===== src/rtl/core/prq_pkg.sv =====
package prq_pkg;

	localparam int QUEUE_DEPTH = 64;
	localparam int PRIO_LEVELS = 64;
	localparam int ID_W        = 16;
	localparam int PRIO_W      = 6;
	localparam int CNT_W       = $clog2(QUEUE_DEPTH + 1);

	typedef enum logic [1:0] {
		MODE_INSERT = 2'd0,
		MODE_POP    = 2'd1,
		MODE_CHECK  = 2'd2
	} prq_mode_t;

	typedef enum logic [1:0] {
		CELL_HOLD   = 2'd0,
		CELL_INSERT = 2'd1,
		CELL_POP    = 2'd2
	} prq_cell_op_t;

	typedef struct packed {
		logic [1:0]        mode;
		logic [ID_W-1:0]   thread_id;
		logic [PRIO_W-1:0] thread_priority;
		logic [PRIO_W-1:0] running_priority;
	} prq_req_t;

	typedef struct packed {
		logic              got_entry;
		logic [ID_W-1:0]   popped_id;
		logic [PRIO_W-1:0] popped_priority;
		logic              preempt;
		logic              dropped;
		logic [CNT_W-1:0]  entry_count;
	} prq_rsp_t;

	typedef struct packed {
		logic [ID_W-1:0]   id;
		logic [PRIO_W-1:0] prio;
	} prq_entry_t;

	typedef struct packed {
		prq_cell_op_t op;
		prq_entry_t   ins;
	} prq_cell_ctl_t;

	function automatic logic [PRIO_W-1:0] clamp_prio(input logic [PRIO_W-1:0] p);
		logic [PRIO_W:0] limit;
		limit = (PRIO_W + 1)'(PRIO_LEVELS - 1);
		if ({1'b0, p} > limit) begin
			return limit[PRIO_W-1:0];
		end
		return p;
	endfunction

endpackage


===== src/rtl/core/prq_cell.sv =====
module prq_cell import prq_pkg::*; (
	input  logic          clk,
	input  prq_cell_ctl_t ctl,
	input  logic          occ,
	input  logic          left_keep,
	input  prq_entry_t    left_ent,
	input  prq_entry_t    right_ent,
	output logic          keep,
	output prq_entry_t    ent
);

	prq_entry_t ent_q;

	assign ent  = ent_q;
	assign keep = occ && (ent_q.prio >= ctl.ins.prio);

	always_ff @(posedge clk) begin
		case (ctl.op)
			CELL_INSERT: begin
				if (!keep) begin
					ent_q <= left_keep ? ctl.ins : left_ent;
				end
			end
			CELL_POP: begin
				ent_q <= right_ent;
			end
			default: begin
				ent_q <= ent_q;
			end
		endcase
	end

endmodule


===== src/rtl/core/priority_ready_queue_unit.sv =====
// Result: the strobe on done rises in the cycle after a request is accepted.
// Throughput: one request per cycle; busy stays low, every cell of the sorted
// chain compares and shifts in the same cycle.
// Reset: arst_n clears the entry count and the result strobe; slot contents
// stay undefined until written. done cannot be held off by the receiver.
module priority_ready_queue_unit import prq_pkg::*; (
	input  logic     clk,
	input  logic     arst_n,
	input  logic     start,
	output logic     busy,
	input  prq_req_t req,
	output logic     done,
	output prq_rsp_t rsp
);

	logic [CNT_W-1:0]   count_q;
	logic               done_q;
	prq_rsp_t           rsp_q;

	logic               accept;
	logic               full;
	logic               do_ins;
	logic               do_pop;
	logic               drop;
	logic [PRIO_W-1:0]  ins_prio;
	logic [PRIO_W-1:0]  run_prio;
	logic [PRIO_W-1:0]  front_nxt;
	logic [CNT_W-1:0]   count_nxt;
	prq_cell_ctl_t      ctl;
	prq_entry_t         ents [QUEUE_DEPTH];
	logic [QUEUE_DEPTH-1:0] keeps;

	assign busy     = 1'b0;
	assign accept   = start && !busy;
	assign ins_prio = clamp_prio(req.thread_priority);
	assign run_prio = clamp_prio(req.running_priority);
	assign full     = (count_q == CNT_W'(QUEUE_DEPTH));

	always_comb begin
		do_ins = 1'b0;
		do_pop = 1'b0;
		drop   = 1'b0;
		unique case (req.mode)
			MODE_INSERT: begin
				do_ins = accept && !full;
				drop   = accept && full;
			end
			MODE_POP: begin
				do_pop = accept && (count_q != '0);
			end
			default: begin
				do_ins = 1'b0;
			end
		endcase
	end

	always_comb begin
		ctl.ins.id   = req.thread_id;
		ctl.ins.prio = ins_prio;
		if (do_ins) begin
			ctl.op = CELL_INSERT;
		end else if (do_pop) begin
			ctl.op = CELL_POP;
		end else begin
			ctl.op = CELL_HOLD;
		end
	end

	for (genvar i = 0; i < QUEUE_DEPTH; i++) begin : g_cell
		logic       occ;
		logic       lk;
		prq_entry_t le;
		prq_entry_t re;

		assign occ = (count_q > CNT_W'(i));

		if (i == 0) begin : g_first
			assign lk = 1'b1;
			assign le = ctl.ins;
		end else begin : g_mid
			assign lk = keeps[i-1];
			assign le = ents[i-1];
		end

		if (i == QUEUE_DEPTH - 1) begin : g_last
			assign re = ents[i];
		end else begin : g_inner
			assign re = ents[i+1];
		end

		prq_cell u_cell (
			.clk       (clk),
			.ctl       (ctl),
			.occ       (occ),
			.left_keep (lk),
			.left_ent  (le),
			.right_ent (re),
			.keep      (keeps[i]),
			.ent       (ents[i])
		);
	end

	always_comb begin
		count_nxt = count_q;
		front_nxt = ents[0].prio;
		if (do_ins) begin
			count_nxt = count_q + CNT_W'(1);
			if ((count_q == '0) || (ins_prio > ents[0].prio)) begin
				front_nxt = ins_prio;
			end
		end else if (do_pop) begin
			count_nxt = count_q - CNT_W'(1);
			front_nxt = ents[1].prio;
		end
	end

	always_ff @(posedge clk or negedge arst_n) begin
		if (!arst_n) begin
			count_q <= '0;
			done_q  <= 1'b0;
		end else begin
			done_q <= accept;
			if (accept) begin
				count_q <= count_nxt;
			end
		end
	end

	always_ff @(posedge clk) begin
		if (accept) begin
			rsp_q.got_entry       <= do_pop;
			rsp_q.popped_id       <= do_pop ? ents[0].id : '0;
			rsp_q.popped_priority <= do_pop ? ents[0].prio : '0;
			rsp_q.preempt         <= (count_nxt != '0) && (front_nxt > run_prio);
			rsp_q.dropped         <= drop;
			rsp_q.entry_count     <= count_nxt;
		end
	end

	assign done = done_q;
	assign rsp  = rsp_q;

endmodule


===== config.mk =====
export PLATFORM = sky130hd
export DESIGN_NAME = priority_ready_queue_unit
export DESIGN_NICKNAME = d
export VERILOG_FILES = /design/src/rtl/core/prq_pkg.sv /design/src/rtl/core/prq_cell.sv /design/src/rtl/core/priority_ready_queue_unit.sv
export SDC_FILE = /design/constraint.sdc
export NUM_CORES = 2
export LEC_CHECK = 0
export ABC_AREA = 1
export BUFFER_PORTS_ARGS = -buffer_cell sky130_fd_sc_hd__buf_2
export CAP_MARGIN = 20
export CORE_MARGIN = 3
export CORE_UTILIZATION = 35
export CTS_CLUSTER_SIZE = 30
export DETAILED_ROUTE_END_ITERATION = 8
export PLACE_DENSITY = 0.53
export SLEW_MARGIN = 25
export SYNTH_ARGS = -nofsm -noshare
export SYNTH_HDL_FRONTEND = slang
export SYNTH_SLANG_ARGS = --single-unit

===== constraint.sdc =====
create_clock -name clk -period 6.5 [get_ports clk]
set_input_delay 0.65 -clock clk [delete_from_list [all_inputs] [get_ports clk]]
set_output_delay 0.65 -clock clk [all_outputs]
set_load 0.02 [all_outputs]

==> run_results.csv <==
group,metric,value,unit
status,status,"complete, no violations",
critical_path,critPathLaunchType,"flip-flop",
yosys,syn_area,0.0855,mm²
floorplanning,die-area,0.250,mm²
drt,dr.pass1.iters,8,
power_and_ir_drop,peakVddDrop,0.256,mV
floorplanning,rows,180,
critical_path,slowest_delay,0.75,ns
critical_path,timing.rr.end,"g_cell[55].u_cell.ent[12]$_DFFE_PP_",
layout,final_common_cell,"nand2_1",
clocking,cts_root_buffer,"clkbuf_16",
yosys,synth.avg_cell_area,8.28,µm²
global_route,grt_max_degree,268,
clocking,cts_buffers,167,
job,maxCapViolCount,0,
sta,skew,0.0265,ns
global_route,antenna_found_initial,28,
sta,hold_violations,0,
drt,wl,320000,µm
floorplanning,core,0.242,mm²
yosys,ys.flop_type,"edfxtp_1",
drt,drt_iter0_drc,9205,
critical_path,cp_max_fo,23,
layout,most-common-layout-cells,"3,243 x nand2_1, 1,440 x edfxtp_1, 1,110 x nand3_1, 971 x nor2_1, 784 x inv_1",
critical_path,end_kind,"flip-flop",
global_route,grt_pass1_wl,473000,µm
critical_path,r2r_cells,8,
layout,syn2layout_area_growth,10.3,%
clocking,cts_tree,"built",
global_route,track_usage,24.8,%
critical_path,critPathKind,"flip-flop to flip-flop",
sta,slew_headroom,25.1,%
hold_path,min_path_type,"primary input to asynchronous set/reset pin",
clocking,clock-sinks,1448,
clocking,cts_max_path_buffers,3,
sta,rsz0062_at_grt,"false",
critical_path,r2r_slack,2.07,ns
critical_path,crit_chain,"ha_1, inv_1, nor2_1, inv_1, o21a_1, nand2_1, inv_2, o21ai_4",
drt,routedWlPerCell,24.0,µm
drt,viasPerCell,5.60,
yosys,yosys_warnings,0,
global_route,grt_pass1_vias,71900,
placed_design,io_buffers,65,
layout,multi_input_area,0.0362,mm²
yosys,synthesis.nets,10700,
power_and_ir_drop,p_total,36000,µW
placed_design,post-dp-hpwl,215000,µm
clocking,clk_latency,0.85,ns
sta,drv_slew,0,
power_and_ir_drop,p_leak,0.0398,µW
sta,tns,0,ns
placed_design,gp_congestion,0.911,
critical_path,cp_common_cell,"inv_1",
critical_path,cp.required,6.97,ns
drt,drc,0,
sta,fin_hold_ws,0.237,ns
layout,regArea,0.0434,mm²
drt,vias,74600,
floorplanning,die_h,500,µm
drt,ant_nets,0,
layout,layout.nets,10400,
layout,drive_gt1_share,6.23,%
critical_path,r2r_start,"count_q[0]$_DFFE_PN0P_",
sta,worst_slew_pin_slew,1.12,ns
sta,min_period,4.43,ns
clocking,htree_levels,4,
yosys,synth.distinct_cells,42,
yosys,seq_area_frac_synth,50.8,%
sta,fin_crit_sh,68.2,%
yosys,syn_inst,10300,
power_and_ir_drop,power_density,382,mW/mm²
layout,nFillCells,24500,
clocking,clkSlewWorstSetupHoldPaths,0.06,ns
floorplanning,die-width,500,µm
yosys,synthArstFlopShare,0.552,%
floorplanning,start_util,35.4,%
critical_path,crit_path_top_delay_cell,"o21ai_4",
floorplanning,ios,67,
yosys,yosys_register_bits,1448,
global_route,grt-ovfl-total,0,
sta,finalSetupViolations,0,
yosys,synth_enable_flop_cells,1440,
sta,fmax,226,MHz
critical_path,worstPathArrival,4.90,ns
layer usage:
layer  up-vias  routed length (µm)  global-route usage, %
met3       615               24400                   3.73
met4         2               14900                   11.1
li1      34400                   -                      -
met2      3273              148000                   39.5
met5         -                  13                      0
met1     36300              133000                   33.4
power breakdown:
group	total (µW)	leakage, µW	internal (µW)	switching, µW
Combinational	12000	0.0236	3450	8500
Sequential	14300	0.0135	13000	1230
Clock	9760	0.00268	5550	4210
Total	36000	0.0398	22000	13900
final cells by class:
type                            instances  area share (%)
Timing Repair Buffer                  262            2.13
Clock buffer                          215            4.73
Inverter                              824            3.32
Sequential cell                      1448            46.1
Tap cell                             3185            4.23
Multi-Input combinational cell       7270            38.4
Antenna cell                           27          0.0717
Clock inverter                         92            1.08
sequential cells by signal, summed over array words and instances (netlist names):
| name | cells |
|---|---|
| count_q | 7 |
| done | 1 |
| rsp | 32 |
| g_cell.u_cell.ent | 1408 |
worst max-delay path by stage:
stage | startpoint | to | depth (start not counted)
2_1_floorplan | req[11] | g_cell[56].u_cell.ent[0]$_DFFE_PP_ | 10
3_3_place_gp | req[11] | g_cell[42].u_cell.ent[12]$_DFFE_PP_ | 9
3_5_place_dp | start | rsp[8]$_DFFE_PP_ | 15
4_1_cts | count_q[0]$_DFFE_PN0P_ | g_cell[42].u_cell.ent[2]$_DFFE_PP_ | 5
5_1_grt | count_q[0]$_DFFE_PN0P_ | g_cell[55].u_cell.ent[20]$_DFFE_PP_ | 8
6_report | count_q[0]$_DFFE_PN0P_ | g_cell[55].u_cell.ent[12]$_DFFE_PP_ | 8
through the flow:
step	setup WS, ns	cell area (µm²)	utilization [%]	std cells
floorplan	0.659	85500	-	10300
global placement	1.39	88400	36.6	13000
detailed placement	1.60	88600	36.7	13000
CTS	1.89	94100	38.9	13300
global route	1.91	94200	39.0	13300
finish	2.07	94300	39.0	13300
critical path, delay by kind of cell (launching register included):
kind / cells / cell delay [ns]
and+or+nand+nor: 2 / 1.30
buffers and inverters: 3 / 0.81
adders and majority gates: 1 / 0.41
AOI/OAI and AO/OA: 2 / 1.00
DFF: 1 / 0.52
cells by family (layout without fill, tap and decap cells):
logic type      count (synthesis)  in the layout  share of synthesized area [%]
other cells                     1             28                        0.00439
fa+ha+maj                     394            394                           5.77
compound gates               1474           1474                           10.3
xor+xnor                        1              1                         0.0103
buf+inv                      1599           1393                           7.56
flops                        1448           1448                           50.8
simple gates                 5400           5400                           25.6
synth_stat cells, types with 41 or more instances:
cell	instances	area [µm²]
o211ai_1	60	450
edfxtp_1	1440	43200
nor2_1	971	3640
nand3_1	1110	5560
a21oi_1	177	886
buf_2	348	1740
nand2_1	3245	12200
nand4_1	62	388
a31oi_1	792	4950
o21ai_1	71	355
inv_1	789	2960
ha_1	394	4930
o21ai_0	289	1450
clkbuf_1	400	1500
o21a_1	41	308
timing repair:
action                                 in CTS  in global routing
endpoints found under the hold margin       8                  0
hold buffers                                1                  0
resized for setup                           0                  0
buffers inserted                            0                  0
Note: power is estimated with default switching activity, not from simulation.
